## src/sv/lfdd_pkg.sv

```systemverilog
package lfdd_pkg;

    // field widths
    localparam int SPEED_W   = 10;
    localparam int COUNT_W   = 16;
    localparam int ERR_W     = 11;
    localparam int IN_ERR_W  = 16;
    localparam int EMA_W     = 7;
    localparam int TICK_W    = 16;
    localparam int GAIN_W    = 6;
    localparam int CFG_IDX_W = 8;
    localparam int CFG_DAT_W = 16;

    // filter numerator and iterative divider
    localparam int NUM_W     = 18;
    localparam int REM_W     = EMA_W + 1;
    localparam int DIV_STEPS = NUM_W;
    localparam int STEP_W    = $clog2(DIV_STEPS + 1);

    // gain product and speed sums
    localparam int PROD_W    = ERR_W + GAIN_W + 1;
    localparam int ADJ_W     = 16;
    localparam int SUM_W     = ((SPEED_W > ADJ_W - 1) ? SPEED_W : ADJ_W) + 2;

    // counter compare width covers both the counter and the tick registers
    localparam int CMP_W     = (COUNT_W > TICK_W) ? COUNT_W : TICK_W;

    // stream payload
    localparam int S_TDATA_W = IN_ERR_W;
    localparam int S_TUSER_W = 2;
    localparam int OUT_BITS  = 2 + 2 * SPEED_W + 2 + 2 * ERR_W;
    localparam int M_TDATA_W = ((OUT_BITS + 7) / 8) * 8;

    // line lost threshold on the raw error magnitude
    localparam logic signed [IN_ERR_W-1:0] LOST_HI = 16'sd999;
    localparam logic signed [IN_ERR_W-1:0] LOST_LO = -16'sd999;

    // configuration register indexes
    localparam logic [CFG_IDX_W-1:0] REG_EMA_DIV   = 8'd0;
    localparam logic [CFG_IDX_W-1:0] REG_TIMEOUT   = 8'd1;
    localparam logic [CFG_IDX_W-1:0] REG_HEARTBEAT = 8'd2;
    localparam logic [CFG_IDX_W-1:0] REG_GAIN      = 8'd3;
    localparam logic [CFG_IDX_W-1:0] REG_BASE      = 8'd4;
    localparam logic [CFG_IDX_W-1:0] REG_MIN       = 8'd5;
    localparam logic [CFG_IDX_W-1:0] REG_MAX       = 8'd6;
    localparam logic [CFG_IDX_W-1:0] REG_SEARCH    = 8'd7;

    typedef enum logic [1:0] {
        MODE_DIFF       = 2'd0,
        MODE_SPIN_LEFT  = 2'd1,
        MODE_SPIN_RIGHT = 2'd2,
        MODE_SEARCH     = 2'd3
    } lfdd_mode_t;

    typedef enum logic [2:0] {
        ST_IDLE,
        ST_MULT,
        ST_DIV,
        ST_WRITE,
        ST_GAIN,
        ST_SUM,
        ST_OUT
    } lfdd_state_t;

    // controller to datapath
    typedef struct packed {
        logic accept;
        logic mult;
        logic div_step;
        logic write;
        logic gain;
        logic sum;
        logic out_load;
    } lfdd_cmd_t;

    // datapath to controller
    typedef struct packed {
        logic filt_req;
    } lfdd_stat_t;

endpackage

```

## src/sv/lfdd_ctrl.sv

```systemverilog
module lfdd_ctrl (
    input  logic                aclk,
    input  logic                aresetn,
    input  logic                s_tvalid,
    output logic                s_tready,
    output logic                m_tvalid,
    input  logic                m_tready,
    input  lfdd_pkg::lfdd_stat_t stat,
    output lfdd_pkg::lfdd_cmd_t  cmd
);
    import lfdd_pkg::*;

    lfdd_state_t       state_reg, state_next;
    logic [STEP_W-1:0] step_reg, step_next;
    logic              m_tvalid_reg, m_tvalid_next;
    logic              slot_free;

    assign s_tready  = (state_reg == ST_IDLE);
    assign m_tvalid  = m_tvalid_reg;
    assign slot_free = !m_tvalid_reg || m_tready;

    // state, divide step count and output valid
    always_ff @(posedge aclk) begin
        if (!aresetn) begin
            state_reg    <= ST_IDLE;
            step_reg     <= '0;
            m_tvalid_reg <= 1'b0;
        end else begin
            state_reg    <= state_next;
            step_reg     <= step_next;
            m_tvalid_reg <= m_tvalid_next;
        end
    end

    // next state and commands
    always_comb begin
        state_next    = state_reg;
        step_next     = step_reg;
        m_tvalid_next = m_tvalid_reg && !m_tready;
        cmd           = '0;
        case (state_reg)
            ST_IDLE: begin
                if (s_tvalid) begin
                    cmd.accept = 1'b1;
                    state_next = stat.filt_req ? ST_MULT : ST_GAIN;
                end
            end
            ST_MULT: begin
                cmd.mult   = 1'b1;
                step_next  = '0;
                state_next = ST_DIV;
            end
            ST_DIV: begin
                cmd.div_step = 1'b1;
                step_next    = step_reg + STEP_W'(1);
                if (step_reg == STEP_W'(DIV_STEPS - 1)) begin
                    state_next = ST_WRITE;
                end
            end
            ST_WRITE: begin
                cmd.write  = 1'b1;
                state_next = ST_GAIN;
            end
            ST_GAIN: begin
                cmd.gain   = 1'b1;
                state_next = ST_SUM;
            end
            ST_SUM: begin
                cmd.sum    = 1'b1;
                state_next = ST_OUT;
            end
            ST_OUT: begin
                if (slot_free) begin
                    cmd.out_load  = 1'b1;
                    m_tvalid_next = 1'b1;
                    state_next    = ST_IDLE;
                end
            end
            default: begin
                state_next = ST_IDLE;
            end
        endcase
    end

`ifndef SYNTH
    // filter updates go through the multiply and divide
    a_filt_path: assert property (@(posedge aclk) disable iff (!aresetn)
        cmd.accept && stat.filt_req |=> state_reg == ST_MULT)
        else $error("filter update skipped the divider");

    // other transactions go straight to the gain step
    a_skip_path: assert property (@(posedge aclk) disable iff (!aresetn)
        cmd.accept && !stat.filt_req |=> state_reg == ST_GAIN)
        else $error("divider entered without a filter update");

    // divide step count stays in range
    a_step_range: assert property (@(posedge aclk) disable iff (!aresetn)
        state_reg == ST_DIV |-> step_reg < STEP_W'(DIV_STEPS))
        else $error("divide step count out of range");

    // a result never overwrites one that waits
    a_no_overwrite: assert property (@(posedge aclk) disable iff (!aresetn)
        m_tvalid_reg && !m_tready |-> !cmd.out_load)
        else $error("output register overwritten");
`endif

endmodule

```

## src/sv/lfdd_dp.sv

```systemverilog
module lfdd_dp (
    input  logic                              aclk,
    input  logic                              aresetn,
    input  logic [lfdd_pkg::S_TDATA_W-1:0]    s_tdata,
    input  logic [lfdd_pkg::S_TUSER_W-1:0]    s_tuser,
    input  logic                              cfg_write,
    input  logic [lfdd_pkg::CFG_IDX_W-1:0]    cfg_index,
    input  logic [lfdd_pkg::CFG_DAT_W-1:0]    cfg_data,
    input  lfdd_pkg::lfdd_cmd_t               cmd,
    output lfdd_pkg::lfdd_stat_t              stat,
    output logic [lfdd_pkg::M_TDATA_W-1:0]    m_tdata
);
    import lfdd_pkg::*;

    // configuration
    logic [EMA_W-1:0]   ema_div_reg;
    logic [TICK_W-1:0]  timeout_reg;
    logic [TICK_W-1:0]  beat_period_reg;
    logic [GAIN_W-1:0]  gain_reg;
    logic [SPEED_W-1:0] base_reg, min_reg, max_reg, search_reg;

    // controller state
    logic signed [ERR_W-1:0] latest_reg, smooth_reg, last_good_reg, err_reg;
    logic                    lost_reg, pulse_reg;
    logic [COUNT_W-1:0]      silence_reg, beat_cnt_reg;
    logic [COUNT_W-1:0]      silence_inc, beat_inc;

    // arithmetic payload
    logic                     neg_reg;
    logic [NUM_W-1:0]         quo_reg;
    logic [REM_W-1:0]         rem_reg;
    logic signed [PROD_W-1:0] prod_reg;
    logic signed [SUM_W-1:0]  psum_reg, pdiff_reg;
    logic                     adj_neg_reg;
    logic [M_TDATA_W-1:0]     m_tdata_reg;

    // input fields
    logic                       in_msg, in_err_frame;
    logic signed [IN_ERR_W-1:0] in_err;
    logic                       in_lost;

    assign in_msg       = s_tuser[0];
    assign in_err_frame = s_tuser[1];
    assign in_err       = $signed(s_tdata[IN_ERR_W-1:0]);
    assign in_lost      = (in_err >= LOST_HI) || (in_err <= LOST_LO);

    assign stat.filt_req = in_msg && in_err_frame && !in_lost;
    assign m_tdata       = m_tdata_reg;

    // effective ema divisor, zero acts as one
    logic [EMA_W-1:0] a_eff;
    assign a_eff = (ema_div_reg == '0) ? EMA_W'(1) : ema_div_reg;

    // numerator: e + s*(a-1) + a/2, then magnitude for the divider
    logic signed [NUM_W-1:0] e_ext, s_ext, am1_ext, half_ext, num;
    logic [NUM_W-1:0]        num_mag;
    always_comb begin
        e_ext    = NUM_W'(err_reg);
        s_ext    = NUM_W'(smooth_reg);
        am1_ext  = NUM_W'($signed({1'b0, a_eff - EMA_W'(1)}));
        half_ext = NUM_W'($signed({1'b0, a_eff >> 1}));
        num      = e_ext + s_ext * am1_ext + half_ext;
        num_mag  = num[NUM_W-1] ? NUM_W'(-num) : NUM_W'(num);
    end

    // one restoring divide step
    logic [REM_W-1:0] rem_sh;
    logic             rem_ge;
    assign rem_sh = {rem_reg[REM_W-2:0], quo_reg[NUM_W-1]};
    assign rem_ge = (rem_sh >= {1'b0, a_eff});

    // signed quotient, truncated toward zero
    logic [NUM_W-1:0] quo_signed;
    assign quo_signed = neg_reg ? (~quo_reg + NUM_W'(1)) : quo_reg;

    // saturated gain adjustment
    logic signed [ADJ_W-1:0] adj_sat;
    always_comb begin
        if (prod_reg > PROD_W'(32767)) begin
            adj_sat = 16'sh7FFF;
        end else if (prod_reg < -PROD_W'(32768)) begin
            adj_sat = -16'sh8000;
        end else begin
            adj_sat = prod_reg[ADJ_W-1:0];
        end
    end

    logic signed [SUM_W-1:0] base_ext;
    assign base_ext = SUM_W'($signed({1'b0, base_reg}));

    // clamp, low bound tested first
    function automatic logic [SPEED_W-1:0] clamp_speed(
        input logic signed [SUM_W-1:0] v,
        input logic [SPEED_W-1:0]      lo,
        input logic [SPEED_W-1:0]      hi
    );
        logic signed [SUM_W-1:0] lo_s;
        logic signed [SUM_W-1:0] hi_s;
        lo_s = SUM_W'($signed({1'b0, lo}));
        hi_s = SUM_W'($signed({1'b0, hi}));
        if (v < lo_s) begin
            return lo;
        end else if (v > hi_s) begin
            return hi;
        end else begin
            return v[SPEED_W-1:0];
        end
    endfunction

    // result fields
    lfdd_mode_t         mode;
    logic [SPEED_W-1:0] left_sp, right_sp;
    always_comb begin
        if (lost_reg) begin
            if (last_good_reg > 0) begin
                mode = MODE_SPIN_LEFT;
            end else if (last_good_reg < 0) begin
                mode = MODE_SPIN_RIGHT;
            end else begin
                mode = MODE_SEARCH;
            end
            left_sp  = search_reg;
            right_sp = search_reg;
        end else begin
            mode = MODE_DIFF;
            if (!adj_neg_reg) begin
                left_sp  = clamp_speed(psum_reg, min_reg, max_reg);
                right_sp = clamp_speed(pdiff_reg, '0, max_reg);
            end else begin
                left_sp  = clamp_speed(psum_reg, '0, max_reg);
                right_sp = clamp_speed(pdiff_reg, min_reg, max_reg);
            end
        end
    end

    // configuration writes
    always_ff @(posedge aclk) begin
        if (!aresetn) begin
            ema_div_reg     <= EMA_W'(4);
            timeout_reg     <= TICK_W'(500);
            beat_period_reg <= TICK_W'(1000);
            gain_reg        <= GAIN_W'(1);
            base_reg        <= SPEED_W'(500);
            min_reg         <= SPEED_W'(200);
            max_reg         <= SPEED_W'(1000);
            search_reg      <= SPEED_W'(300);
        end else if (cfg_write) begin
            case (cfg_index)
                REG_EMA_DIV:   ema_div_reg     <= cfg_data[EMA_W-1:0];
                REG_TIMEOUT:   timeout_reg     <= cfg_data[TICK_W-1:0];
                REG_HEARTBEAT: beat_period_reg <= cfg_data[TICK_W-1:0];
                REG_GAIN:      gain_reg        <= cfg_data[GAIN_W-1:0];
                REG_BASE:      base_reg        <= cfg_data[SPEED_W-1:0];
                REG_MIN:       min_reg         <= cfg_data[SPEED_W-1:0];
                REG_MAX:       max_reg         <= cfg_data[SPEED_W-1:0];
                REG_SEARCH:    search_reg      <= cfg_data[SPEED_W-1:0];
                default: ;
            endcase
        end
    end

    assign silence_inc = silence_reg + COUNT_W'(1);
    assign beat_inc    = beat_cnt_reg + COUNT_W'(1);

    // tick update of errors, timeout and heartbeat
    always_ff @(posedge aclk) begin
        if (!aresetn) begin
            latest_reg    <= '0;
            smooth_reg    <= '0;
            last_good_reg <= '0;
            lost_reg      <= 1'b0;
            silence_reg   <= '0;
            beat_cnt_reg  <= '0;
            pulse_reg     <= 1'b0;
        end else begin
            if (cmd.accept) begin
                if (in_msg) begin
                    silence_reg <= '0;
                    if (in_err_frame) begin
                        if (in_lost) begin
                            lost_reg <= 1'b1;
                        end else begin
                            latest_reg    <= in_err[ERR_W-1:0];
                            last_good_reg <= in_err[ERR_W-1:0];
                            lost_reg      <= 1'b0;
                        end
                    end
                end else if (CMP_W'(silence_inc) >= CMP_W'(timeout_reg)) begin
                    lost_reg    <= 1'b1;
                    silence_reg <= COUNT_W'(timeout_reg);
                end else begin
                    silence_reg <= silence_inc;
                end
                if (CMP_W'(beat_inc) >= CMP_W'(beat_period_reg)) begin
                    beat_cnt_reg <= '0;
                    pulse_reg    <= 1'b1;
                end else begin
                    beat_cnt_reg <= beat_inc;
                    pulse_reg    <= 1'b0;
                end
            end
            if (cmd.write) begin
                smooth_reg <= quo_signed[ERR_W-1:0];
            end
        end
    end

    // filter and speed arithmetic
    always_ff @(posedge aclk) begin
        if (cmd.accept) begin
            err_reg <= in_err[ERR_W-1:0];
        end
        if (cmd.mult) begin
            neg_reg <= num[NUM_W-1];
            quo_reg <= num_mag;
            rem_reg <= '0;
        end
        if (cmd.div_step) begin
            rem_reg <= rem_ge ? (rem_sh - {1'b0, a_eff}) : rem_sh;
            quo_reg <= {quo_reg[NUM_W-2:0], rem_ge};
        end
        if (cmd.gain) begin
            prod_reg <= PROD_W'(smooth_reg) * PROD_W'($signed({1'b0, gain_reg}));
        end
        if (cmd.sum) begin
            psum_reg    <= base_ext + SUM_W'(adj_sat);
            pdiff_reg   <= base_ext - SUM_W'(adj_sat);
            adj_neg_reg <= adj_sat[ADJ_W-1];
        end
        if (cmd.out_load) begin
            m_tdata_reg <= M_TDATA_W'({latest_reg, smooth_reg, lost_reg, pulse_reg,
                                       right_sp, left_sp, mode});
        end
    end

`ifndef SYNTH
    // an in-range error frame clears the lost flag
    a_found: assert property (@(posedge aclk) disable iff (!aresetn)
        cmd.accept && stat.filt_req |=> !lost_reg)
        else $error("lost flag set after a valid error frame");

    // silence count never passes the timeout once saturated
    a_silence_sat: assert property (@(posedge aclk) disable iff (!aresetn)
        cmd.accept && !in_msg && CMP_W'(silence_inc) >= CMP_W'(timeout_reg)
        |=> lost_reg && silence_reg == COUNT_W'($past(timeout_reg)))
        else $error("timeout did not saturate");

    // heartbeat pulse resets the beat counter
    a_beat: assert property (@(posedge aclk) disable iff (!aresetn)
        $past(cmd.accept) && pulse_reg |-> beat_cnt_reg == '0)
        else $error("heartbeat without counter restart");
`endif

endmodule

```

## src/sv/line_follow_differential_drive.sv

```systemverilog
// channel  | ports                        | transaction carries
// ---------+------------------------------+---------------------------------------
// s_       | s_tvalid s_tready s_tdata     | one tick: error value, frame flags
//          | s_tuser                      |
// m_       | m_tvalid m_tready m_tdata     | one drive result per tick
// cfg_     | cfg_valid cfg_ready cfg_index | one register write
//          | cfg_data                     |
//
// a tick with an in-range error frame runs from accept through one multiply,
// the bit-serial divider, then write, gain and sum; any other tick goes
// straight to gain and sum. a new tick is taken only after the previous
// result sits in the output register. reset (aresetn low, synchronous) loads
// the register defaults and clears the filter, timeout and heartbeat state.
// m_tready low holds the result; the next tick is then held in the output step.
module line_follow_differential_drive (
    input  logic                              aclk,
    input  logic                              aresetn,
    input  logic                              s_tvalid,
    output logic                              s_tready,
    // [15:0] error_value
    input  logic [lfdd_pkg::S_TDATA_W-1:0]    s_tdata,
    // [0] message_valid, [1] is_error_frame
    input  logic [lfdd_pkg::S_TUSER_W-1:0]    s_tuser,
    output logic                              m_tvalid,
    input  logic                              m_tready,
    // [1:0] drive_mode, [11:2] left_wheel, [21:12] right_wheel,
    // [22] heartbeat_pulse, [23] is_offline, [34:24] smoothed_error,
    // [45:35] latest_error, [47:46] zero
    output logic [lfdd_pkg::M_TDATA_W-1:0]    m_tdata,
    input  logic                              cfg_valid,
    output logic                              cfg_ready,
    input  logic [lfdd_pkg::CFG_IDX_W-1:0]    cfg_index,
    input  logic [lfdd_pkg::CFG_DAT_W-1:0]    cfg_data
);
    import lfdd_pkg::*;

    lfdd_cmd_t  cmd;
    lfdd_stat_t stat;

    // register writes are always taken
    assign cfg_ready = 1'b1;

    lfdd_ctrl u_ctrl (
        .aclk     (aclk),
        .aresetn  (aresetn),
        .s_tvalid (s_tvalid),
        .s_tready (s_tready),
        .m_tvalid (m_tvalid),
        .m_tready (m_tready),
        .stat     (stat),
        .cmd      (cmd)
    );

    lfdd_dp u_dp (
        .aclk      (aclk),
        .aresetn   (aresetn),
        .s_tdata   (s_tdata),
        .s_tuser   (s_tuser),
        .cfg_write (cfg_valid && cfg_ready),
        .cfg_index (cfg_index),
        .cfg_data  (cfg_data),
        .cmd       (cmd),
        .stat      (stat),
        .m_tdata   (m_tdata)
    );

endmodule
```

## config.mk

```make
export PLATFORM = sky130hd
export DESIGN_NAME = line_follow_differential_drive
export DESIGN_NICKNAME = d
export VERILOG_FILES = /design/src/sv/lfdd_pkg.sv /design/src/sv/lfdd_ctrl.sv /design/src/sv/lfdd_dp.sv /design/src/sv/line_follow_differential_drive.sv
export SDC_FILE = /design/constraint.sdc
export NUM_CORES = 1
export LEC_CHECK = 0
export ABC_AREA = 1
export ABC_CLOCK_PERIOD_IN_PS = 7620
export BUFFER_PORTS_ARGS = -buffer_cell sky130_fd_sc_hd__buf_2
export CAP_MARGIN = 25
export CORE_ASPECT_RATIO = 0.75
export CORE_UTILIZATION = 28
export DETAILED_ROUTE_END_ITERATION = 12
export HOLD_SLACK_MARGIN = 0.08
export PLACE_DENSITY = 0.45
export SLEW_MARGIN = 20
export SYNTH_ARGS = -nofsm -noshare
export SYNTH_HDL_FRONTEND = slang
export SYNTH_SLANG_ARGS = --single-unit
```

## constraint.sdc

```tcl
create_clock -name aclk -period 7.62 [get_ports aclk]
set_input_delay 1.524 -clock aclk [delete_from_list [all_inputs] [get_ports aclk]]
set_output_delay 1.524 -clock aclk [all_outputs]
set_load 0.03 [all_outputs]
```

Yosys cells after proc, flatten, opt, wreduce, memory -nomap -nowiden. Index checks and enable logic that the tools add are counted.

Reductions and logical operators: 26. Shifts and indexed selects: 0. Magnitude comparators: 15. Bitwise gates (word level): 3. Equal/unequal tests: 18. Divide/modulo/power cells: 0. Add/sub/neg operators: 11. Multipliers: 2. Mux-type cells: 47.

Operator list (number): $mux 10 (10); $mux 16 (5); $mux 18 (3); $gt 18x11->1 (2); $lt 18x1->1 const B (2); $lt 18x11->1 (2); $add 16x1->16 const B (2); $eq 8x3->1 const B (4); $ge 16x16->1 (2); $mux 7 (4); $pmux 3 s7 (1); $add 11x18->18 (1); $add 18x7->18 (1); $gt 18x16->1 const B (1); $lt 18x16->1 const B (1); $mul 11x7->18 (1); $mul 11x8->18 (1); $mux 1 (18); $neg 18->18 (1); $add 11x16->17 (1); $sub 11x16->17 (1); $eq 8x2->1 const B (2); $ge 16x11->1 const B (1); $le 16x11->1 const B (1); 30 further kinds (54).

Memories: 0. Word-level logic and storage cells: 150. ROM bits: 0. Latch bits: 0. Register bits after elaboration: 288. Output and inout port bits: 51. Bits of input ports: 47. Memory bits (writable): 0.

Longest topological paths before layout. Gate-level depths: netlist (run 1).

Depth in word-level cells: 10. Depth in mapped cells: 36.

Hierarchy. From an unflattened synthesis (run 1), not the netlist that was laid out.

Cell total of the unflattened synthesis: 2663. Area total of the unflattened synthesis: 21526.9 µm².

By module, submodules not included: lfdd_dp (cells an instance 2579, area an instance 20951.3 µm², instances 1); lfdd_ctrl (cells an instance 82, area an instance 564.3 µm², instances 1); line_follow_differential_drive (cells an instance 2, area an instance 11.3 µm², instances 1).

Least setup slack after synthesis (run 1). Ideal clock, no wire load.

Kind: register to register. Start: register u_dp.ema_div_reg[2]. End: register u_dp.quo_reg[16], data pin. Setup time: 0.253 ns. Setup slack: 1.701 ns. Data required time: 7.367 ns. Buffers on the path: 3. Stages on the path, launching flop included: 29. Arrival: 5.666 ns. Period minus slack after synthesis: 5.919 ns. Cell sequence: dfxtp_1 -> inv_1 -> nand3_1 -> nor3_1 -> nor2_1 -> clkbuf_1 -> ha_1 -> inv_1 -> clkbuf_1 -> nand2_1 -> fa_1 -> fa_1 -> fa_1 -> fa_1 -> inv_1 -> ha_1 -> ha_1 -> inv_1 -> o31ai_1 -> nor2_1 -> o21ai_2 -> nand2_1 -> nand2_4 -> buf_8 -> nand2_1 -> nand2_1 -> nand2_1 -> nand3_1 -> nand2_1.

Cells in the longest elaborated chain, start to end: 10.

RTL lines: start, declared (line lfdd_dp.sv:16) `logic [EMA_W-1:0] ema_div_reg;`; start signal, assigned (line lfdd_dp.sv:149) `REG_EMA_DIV: ema_div_reg <= cfg_data[EMA_W-1:0];`; $logic_not 7->1 (line lfdd_dp.sv:52) `assign a_eff = (ema_div_reg == '0) ? EMA_W'(1) : ema_div_reg;`; $mux 7 (*) (line lfdd_dp.sv:52); $sub 7x1->7 (line lfdd_dp.sv:60) `am1_ext = NUM_W'($signed({1'b0, a_eff - EMA_W'(1)}));`; $mul 11x8->18 (line lfdd_dp.sv:62) `num = e_ext + s_ext * am1_ext + half_ext;`; $add 11x18->18 (line lfdd_dp.sv:62); $add 18x7->18 (*) (line lfdd_dp.sv:62); $neg 18->18 (line lfdd_dp.sv:63) `num_mag = num[NUM_W-1] ? NUM_W'(-num) : NUM_W'(num);`; $mux 18 (*) (line lfdd_dp.sv:63); $mux 18 (*) (line lfdd_dp.sv:213) `if (cmd.mult) begin`; $mux 18 (*) (line lfdd_dp.sv:218) `if (cmd.div_step) begin`; end signal, assigned (line lfdd_dp.sv:215) `quo_reg <= num_mag;`; end signal, assigned (line lfdd_dp.sv:220) `quo_reg <= {quo_reg[NUM_W-2:0], rem_ge};`; end, declared (line lfdd_dp.sv:30) `logic [NUM_W-1:0] quo_reg;`.

Mark *: on every way between the ends. The rest lies on a longest branch, timed or not. The select of a mux whose other input is x is not followed. A chain may end at the register's enable or synchronous reset.

Worst setup path in the final report (run 1).
Start: register u_dp.ema_div_reg[4]. End: register u_dp.quo_reg[11], data pin.

The elaborated chain is that of the path after synthesis.

==> impl_metrics.env, run 1 <==
export IMPL_outcome="complete, no violations"
export IMPL_clk_latency_ps=560
export IMPL_gr_usage_all_layers_pct=15.6
export IMPL_h_tree_depth=2
export IMPL_largest_register_ffs=46
export IMPL_detail_route_antenna_nets=0
export IMPL_required_ps=7930
export IMPL_post_cts_buffers=0
export IMPL_core_sq_mm=0.0758
export IMPL_first_global_vias=17300
export IMPL_hold_viol=0
export IMPL_ys_seq_area_share_pct=32.6
export IMPL_synth_adder_area_share_pct=22.6
export IMPL_ctsResizeCount=0
export IMPL_setup_viol=0
export IMPL_grt_ovfl_total=0
export IMPL_cts_clk_slew_worst_paths_ps=60
export IMPL_fin_ws_ps=1000
export IMPL_irDropWorstVdd_mv=0.164
export IMPL_grt_start_max_net_pins=74
export IMPL_synth_top_family_by_area="adder cells"
export IMPL_critPathKind="flip-flop to flip-flop"
export IMPL_synth_edf_count=135
export IMPL_drtIter0Drc=1022
export IMPL_synth_cell_types=57
export IMPL_skew_ps=39.4
export IMPL_hpwl_um=47700
export IMPL_layout_drive_gt1_share_pct=7.76
export IMPL_synth_warnings=0
export IMPL_fmax_mhz=151
export IMPL_slowest_delay_ps=680
export IMPL_worst_pin_slew_ps=996
export IMPL_fp_dieW_um=323
export IMPL_area_growth_pct=12.2
export IMPL_io_buffer_count=94
export IMPL_power_leakage_nw=11.7
export IMPL_layout_min_cycle_time_ps=6620
export IMPL_cts_tree="yes"
export IMPL_initial_core_util_pct=28.5
export IMPL_antenna_found_initial=0
export IMPL_yosysMostFrequentCell="nand2_1"
export IMPL_synth_compound_area_share_pct=11.9
export IMPL_fill_cells=8154
export IMPL_hold_path_class="flip-flop to flip-flop"
export IMPL_first_pass_iters=7
export IMPL_cp_end_kind="flip-flop"
export IMPL_synth_top_flop_cell="dfxtp_1"
export IMPL_tns_ps=0
export IMPL_async_reset_ff_share_pct=0
export IMPL_period_share_pct=86.8
export IMPL_synthMuxAreaShare_pct=0
export IMPL_synth_seq_cells=285
export IMPL_synth_top_area_share_pct=18.7
export IMPL_ys_top_cells_by_count="nand2_1, inv_1, a21oi_1, ha_1, nor2_1"
export IMPL_cp_max_fo=26
export IMPL_start_kind="flip-flop"
export IMPL_routed_wl_um=60700
export IMPL_slowest_stage="xor2_1"
export IMPL_syn_area_sq_mm=0.0216
export IMPL_powerDensity_mw_per_mm2=228
export IMPL_ys_top_cells_by_area="edfxtp_1, dfxtp_1, fa_1"
export IMPL_drv_slew=0
export IMPL_die_area_sq_mm=0.0784
export IMPL_num_rows=87
export IMPL_post_place_ws_ps=1020
export IMPL_arrival_ps=6930
export IMPL_slew_headroom_pct=33.2
export IMPL_yosysTopAreaCell="edfxtp_1"
export IMPL_die_h_um=243
export IMPL_gp_congestion=0.843
export IMPL_cts_made_buffers=35
export IMPL_synth_simple_area_share_pct=19.3
export IMPL_clockBufferDepth=3
export IMPL_rsz0062_at_grt="false"
export IMPL_postCtsHoldBufs=0
export IMPL_avgSynthCellArea_sq_um=8.03
export IMPL_vias=17600
export IMPL_maxCapViolations=0
export IMPL_num_nets_final=3108
export IMPL_wl_per_cell_um=16.0
export IMPL_vias_per_cell=4.65
export IMPL_netlist_instances=2692
export IMPL_clockRootBuffer="clkbuf_16"
export IMPL_ios=98
export IMPL_cts_sinks=285
export IMPL_grt_first_pass_wirelength_um=97200
export IMPL_drc=0
export IMPL_synth_xor_area_share_pct=3.60
export IMPL_holdWs_ps=438
## report_power, final
part	internal, mW	switching (mW)	leakage (nW)
Combinational	0.571	1.25	8.69
Clock	1.01	0.705	0.568
Sequential	1.88	0.126	2.46
Total	3.46	2.08	11.7
## layout make-up
cell class | count | area (sq um) | share of cell area (%)
antenna | 1 | 2.50 | 0.0103
clock buffer | 45 | 975 | 4.02
clock inverter | 16 | 173 | 0.712
inverter | 473 | 1780 | 7.32
multi-input combinational | 1844 | 12400 | 51.2
sequential | 285 | 7060 | 29.1
tap | 1023 | 1280 | 5.28
timing repair buffer | 106 | 576 | 2.37
## cell usage in the layout, fill, tap and decap left out, types with 35 or more instances in the layout
cell and n:
a21oi_1 193, nor2_1 177, o211ai_1 75, xor2_1 64, o21ai_0 123, fa_1 123, clkbuf_16 36, nand4_1 35
ha_1 193, inv_1 464, edfxtp_1 135, buf_2 94, nand2_1 591, nand3_1 103, dfxtp_1 150
## cells by family (layout without fill, tap and decap cells)
group,Yosys count,after routing
and+or+nand+nor,988,988
buffers and inverters,564,640
AOI/OAI and AO/OA,448,448
adders and majority gates,316,316
DFF,285,285
xor gates and xnor gates,89,89
other,2,4
## through the flow
step | cell area (sq um) | utilization (%) | power, mW | std cells
after floorplan | 21600 | - | 3.34 | 2693
after global placement | 23100 | 30.5 | 3.84 | 3729
after detailed placement | 23100 | 30.5 | 3.86 | 3729
after CTS | 24200 | 32.0 | 5.61 | 3790
after global routing | 24300 | 32.0 | 5.94 | 3792
final | 24300 | 32.0 | 5.54 | 3793
## final timing paths
path                                          start                to  slack, ps  cells past startpoint
worst max register to register  u_dp.ema_div_reg[4]  u_dp.quo_reg[11]       1000                     29
worst min-delay path                 u_dp.pulse_reg  u_dp.m_tdata[22]        440                      0
worst max-delay path            u_dp.ema_div_reg[4]  u_dp.quo_reg[11]       1000                     29
worst min register to register       u_dp.pulse_reg  u_dp.m_tdata[22]        440                      0
## routing by layer
| metal | vias up | GRT usage [%] | part of all wire (%) |
|---|---|---|---|
| met5 | - | 0 | 0 |
| met4 | 0 | 3.26 | 1.5 |
| met3 | 64 | 2.38 | 4.3 |
| met2 | 316 | 23.1 | 42 |
| met1 | 8428 | 23.7 | 52 |
| li1 | 8832 | - | - |
## critical path: cells and delay by family, from the launching register on
kind	cells	cell delay, ps
AO/OA/AOI/OAI	2	380
XOR/XNOR	1	680
adder cells (fa/ha/maj)	7	2780
buffers and inverters	3	370
flip-flops	1	320
AND/OR/NAND/NOR	16	1840
Power figures use the tool's default switching activity.
==> run 2, diff against run 1 <==
- SYNTH_HIERARCHICAL: default -> 1
==> impl_metrics.env, run 2 <==
export IMPL_yosysTopAreaCell="edfxtp_1"
export IMPL_period_share_pct=85.4
export IMPL_top_layer_used="met5"
export IMPL_fmax_mhz=154
export IMPL_gr_usage_all_layers_pct=15.7
export IMPL_synth_top_flop_cell="dfxtp_1"
export IMPL_layout_drive_gt1_share_pct=8.01
export IMPL_num_rows=87
export IMPL_dr_wl_met2_um=25000
export IMPL_clockRootBuffer="clkbuf_16"
export IMPL_drc=0
export IMPL_num_nets_final=3082
export IMPL_multi_input_area_sq_mm=0.0124
export IMPL_ys_top_cells_by_count="nand2_1, inv_1, a21oi_1, ha_1, nor2_1"
export IMPL_worst_pin_slew_ps=949
export IMPL_detail_route_antenna_nets=0
export IMPL_netlist_instances=2663
export IMPL_largest_register_ffs=46
export IMPL_cp_end_kind="flip-flop"
export IMPL_vias=17600
export IMPL_cts_sinks=285
export IMPL_grt_start_max_net_pins=68
export IMPL_grt_first_pass_wirelength_um=97500
export IMPL_layout_min_cycle_time_ps=6510
export IMPL_tns_ps=0
export IMPL_cts_tree="yes"
export IMPL_h_tree_depth=2
export IMPL_clk_latency_ps=540
export IMPL_ys_top_cells_by_area="edfxtp_1, dfxtp_1, fa_1"
export IMPL_grt_ovfl_total=0
export IMPL_area_sequential_sq_mm=0.00706
export IMPL_synth_seq_cells=285
export IMPL_synth_cell_types=59
export IMPL_powerDensity_mw_per_mm2=245
export IMPL_gp_congestion=0.870
export IMPL_setup_viol=0
export IMPL_die_area_sq_mm=0.0780
export IMPL_power_leakage_nw=11.7
export IMPL_avgSynthCellArea_sq_um=8.08
export IMPL_wl_per_cell_um=16.0
export IMPL_slowest_stage="fa_1"
export IMPL_ctsResizeCount=0
export IMPL_finalPower_mw=5.95
export IMPL_first_global_vias=17500
export IMPL_mostFrequentLayoutCells="nand2_1, inv_1, a21oi_1, ha_1, nor2_1"
export IMPL_hold_path_class="flip-flop to flip-flop"
export IMPL_vias_per_cell=4.66
export IMPL_syn_area_sq_mm=0.0215
export IMPL_layout_commonest_cell="nand2_1"
export IMPL_hold_viol=0
export IMPL_crit_path_frequent_cell="nand2_1"
export IMPL_die_h_um=242
export IMPL_rsz0062_at_grt="false"
export IMPL_drv_slew=0
export IMPL_wl_met3_um=3320
export IMPL_initial_core_util_pct=28.5
export IMPL_yosysMostFrequentCell="nand2_1"
export IMPL_synth_warnings=6
export IMPL_core_sq_mm=0.0757
export IMPL_slowest_delay_ps=590
export IMPL_synth_top_area_share_pct=18.8
export IMPL_ys_seq_area_share_pct=32.8
export IMPL_first_pass_iters=5
export IMPL_clockBufferDepth=3
export IMPL_io_buffer_count=94
export IMPL_arrival_ps=6810
export IMPL_fp_dieW_um=322
export IMPL_drtIter0Drc=995
export IMPL_cts_made_buffers=36
export IMPL_hpwl_um=47400
export IMPL_async_reset_ff_share_pct=0
export IMPL_slew_headroom_pct=36.7
export IMPL_postCtsHoldBufs=0
export IMPL_cp_max_fo=18
export IMPL_irDropWorstVdd_mv=0.118
export IMPL_start_kind="flip-flop"
export IMPL_cts_clk_slew_worst_paths_ps=60
export IMPL_routed_wl_um=60400
export IMPL_skew_ps=19.4
export IMPL_maxCapViolations=0
export IMPL_regToRegSetupSlack_ps=1110
export IMPL_ios=98
export IMPL_antenna_found_initial=2
export IMPL_drt_met1_wl_um=31300
export IMPL_critPathKind="flip-flop to flip-flop"
export IMPL_outcome="complete, no violations"
export IMPL_antenna_diode_count=0
export IMPL_synth_edf_count=135
export IMPL_required_ps=7920
export IMPL_area_growth_pct=12.8
export IMPL_fill_cells=8008
export IMPL_post_cts_buffers=0
run 2: cell types whose count changed after synthesis, sizes merged, moves of 5 or more:
cell / change
a21oi: +8
a31oi: -5
inv: -19
nand3: +21
nor2: -22
nor3: -8
o211ai: -7
o21ai: -12
xor2: +8
run 2: logic make-up after synthesis:
logic type / after synthesis / synth area share, %
DFF: 285 / 32.8
buffers and inverters: 547 / 9.71
xor gates and xnor gates: 97 / 3.98
and+or+nand+nor: 978 / 19.3
AOI/OAI and AO/OA: 439 / 11.6
other: 2 / 0.0349
adders and majority gates: 315 / 22.6
run 2: worst paths after layout:
check,from,to,cells after the start
worst max-delay path,u_dp/ema_div_reg[1],u_dp/quo_reg[16],30
worst min-delay path,u_dp/pulse_reg,u_dp/m_tdata[22],0
worst max register to register,u_dp/ema_div_reg[1],u_dp/quo_reg[16],30
worst min register to register,u_dp/pulse_reg,u_dp/m_tdata[22],0
run 2: area by class of cell:
type                       count  area share, %
clock buffer                  51           4.16
tap                         1023           5.27
sequential                   285           29.1
inverter                     458           7.08
timing repair buffer         107           2.42
clock inverter                15          0.907
multi-input combinational   1832           51.1
run 2: metrics by stage:
| stage | setup WS [ps] | cells | cell area [sq um] | utilization (%) | hold WS, ps |
|---|---|---|---|---|---|
| floorplan | 1960 | 2664 | 21500 | - | 406 |
| global placement | 1210 | 3702 | 23000 | 30.4 | 419 |
| detailed placement | 1150 | 3702 | 23000 | 30.4 | 421 |
| CTS | 1110 | 3768 | 24200 | 32.0 | 441 |
| global route | 568 | 3771 | 24300 | 32.1 | 459 |
| finish | 1110 | 3771 | 24300 | 32.1 | 436 |
run 2: power breakdown:
part           internal [mW]  total [mW]  leakage, nW  switching [mW]
logic                  0.668        2.08         8.63            1.41
clock network           1.10        1.80        0.594           0.696
registers               1.92        2.08         2.46           0.153
run 2: critical path, delay by kind of cell (launching register included):
kind            cells  cell delay (ps)
fa+ha+maj           6             2850
buf+inv             6              620
simple gates       14             1610
flops               1              400
compound gates      4              790
run 2: routing by layer:
| layer | vias up | GRT usage [%] |
|---|---|---|
| met3 | 58 | 3.04 |
| met4 | 2 | 3.01 |
| met1 | 8395 | 23.7 |
| li1 | 8759 | - |
| met2 | 351 | 23.1 |
| met5 | - | 0 |
==> run 3, diff against run 2 <==
- CELL_PAD_IN_SITES_DETAIL_PLACEMENT: default -> 1
- CELL_PAD_IN_SITES_GLOBAL_PLACEMENT: default -> 1
- PLACE_DENSITY: 0.45 -> 0.55
==> impl_metrics.env, run 3 (same netlist as run 2, synthesis figures left out) <==
export IMPL_outcome="complete, no violations"
export IMPL_place_area_sq_mm=0.0230
export IMPL_final_area_sq_mm=0.0243
export IMPL_cp_end_kind="flip-flop"
export IMPL_fin_ws_ps=1020
export IMPL_hold_viol=0
export IMPL_cts_made_buffers=38
export IMPL_arrival_ps=6880
export IMPL_powerDensity_mw_per_mm2=247
export IMPL_place_inst=3701
export IMPL_drc=0
export IMPL_hpwl_um=53600
export IMPL_num_rows=87
export IMPL_clockRootBuffer="clkbuf_16"
export IMPL_multi_input_area_sq_mm=0.0124
export IMPL_area_sequential_sq_mm=0.00706
export IMPL_grt_use_met1_pct=26.0
export IMPL_worst_pin_slew_ps=1070
export IMPL_top_usage_layer="met2"
export IMPL_gr_usage_all_layers_pct=17.5
export IMPL_vias_per_cell=4.74
export IMPL_core_sq_mm=0.0757
export IMPL_die_h_um=242
export IMPL_die_area_sq_mm=0.0780
export IMPL_period_share_pct=86.6
export IMPL_cts_sinks=285
export IMPL_fin_util_pct=32.1
export IMPL_irDropWorstVdd_mv=0.127
export IMPL_first_global_vias=18900
export IMPL_initial_core_util_pct=28.5
export IMPL_tns_ps=0
export IMPL_hold_path_class="flip-flop to flip-flop"
export IMPL_maxCapViolations=0
export IMPL_vias=17900
export IMPL_gp_congestion=0.852
export IMPL_mostFrequentLayoutCells="nand2_1, inv_1, a21oi_1, ha_1, nor2_1"
export IMPL_largest_register_ffs=46
export IMPL_io_buffer_count=94
export IMPL_cts_clk_slew_worst_paths_ps=60
export IMPL_slowest_delay_ps=590
export IMPL_grt_met3_usage_pct=2.58
export IMPL_fmax_mhz=152
export IMPL_wl_per_cell_um=17.8
export IMPL_h_tree_depth=2
export IMPL_rsz0062_at_grt="false"
export IMPL_fp_dieW_um=322
export IMPL_drtIter0Drc=959
export IMPL_area_growth_pct=12.8
export IMPL_grt_first_pass_wirelength_um=108000
export IMPL_cp_max_fo=18
export IMPL_holdWs_ps=445
export IMPL_skew_ps=22.8
export IMPL_crit_path_frequent_cell="inv_1"
export IMPL_postCtsHoldBufs=0
export IMPL_ctsResizeCount=0
export IMPL_setup_viol=0
export IMPL_num_nets_final=3081
export IMPL_antenna_found_initial=4
export IMPL_drv_slew=0
export IMPL_clk_latency_ps=560
export IMPL_fill_cells=9027
export IMPL_layout_drive_gt1_share_pct=8.30
export IMPL_layout_commonest_cell="nand2_1"
export IMPL_use_met2_pct=26.7
export IMPL_cts_tree="yes"
export IMPL_routed_wl_um=67300
export IMPL_layout_min_cycle_time_ps=6600
export IMPL_clockBufferDepth=3
export IMPL_start_kind="flip-flop"
export IMPL_slew_headroom_pct=29.0
export IMPL_detail_route_antenna_nets=0
export IMPL_power_leakage_nw=11.7
export IMPL_fin_cells=3771
export IMPL_required_ps=7910
export IMPL_post_cts_buffers=0
export IMPL_post_place_ws_ps=1020
export IMPL_first_pass_iters=5
export IMPL_grt_ovfl_total=0
export IMPL_slowest_stage="fa_1"
export IMPL_finalPower_mw=6.00
export IMPL_ios=98
export IMPL_grt_start_max_net_pins=101
export IMPL_critPathKind="flip-flop to flip-flop"
[run 3: area by class of cell]
type | instances | area share (%)
repair buffers | 104 | 2.31
diodes | 1 | 0.0103
flip-flops and latches | 285 | 29.1
clock inverters | 16 | 0.587
multi-input cells | 1832 | 51.1
well taps | 1023 | 5.27
inverters | 458 | 7.08
clock buffers | 52 | 4.56
[run 3: per-layer routing]
metal / part of all wire [%] / vias up
met5: 0 / -
met4: 1.8 / 0
met3: 3.7 / 80
met2: 43 / 258
met1: 52 / 8789
li1: - / 8746
[run 3: critical path: cells and delay by family, from the launching register on]
family	cells	cell delay [ps]
adders and majority gates	6	2850
buffers and inverters	6	640
AOI/OAI and AO/OA	5	940
xor gates and xnor gates	1	180
and+or+nand+nor	10	1310
DFF	1	400
[run 3: final timing paths]
path / startpoint / to / slack, ps / depth (start not counted)
hold / removal: u_dp/pulse_reg / u_dp/m_tdata[22] / 440 / 0
setup reg to reg: u_dp/ema_div_reg[1] / u_dp/quo_reg[10] / 1020 / 28
hold reg to reg: u_dp/pulse_reg / u_dp/m_tdata[22] / 440 / 0
setup / recovery: u_dp/ema_div_reg[1] / u_dp/quo_reg[10] / 1020 / 28
[run 3: power breakdown]
group	internal, mW	switching, mW
logic	0.666	1.44
registers	1.92	0.159
clock network	1.06	0.747
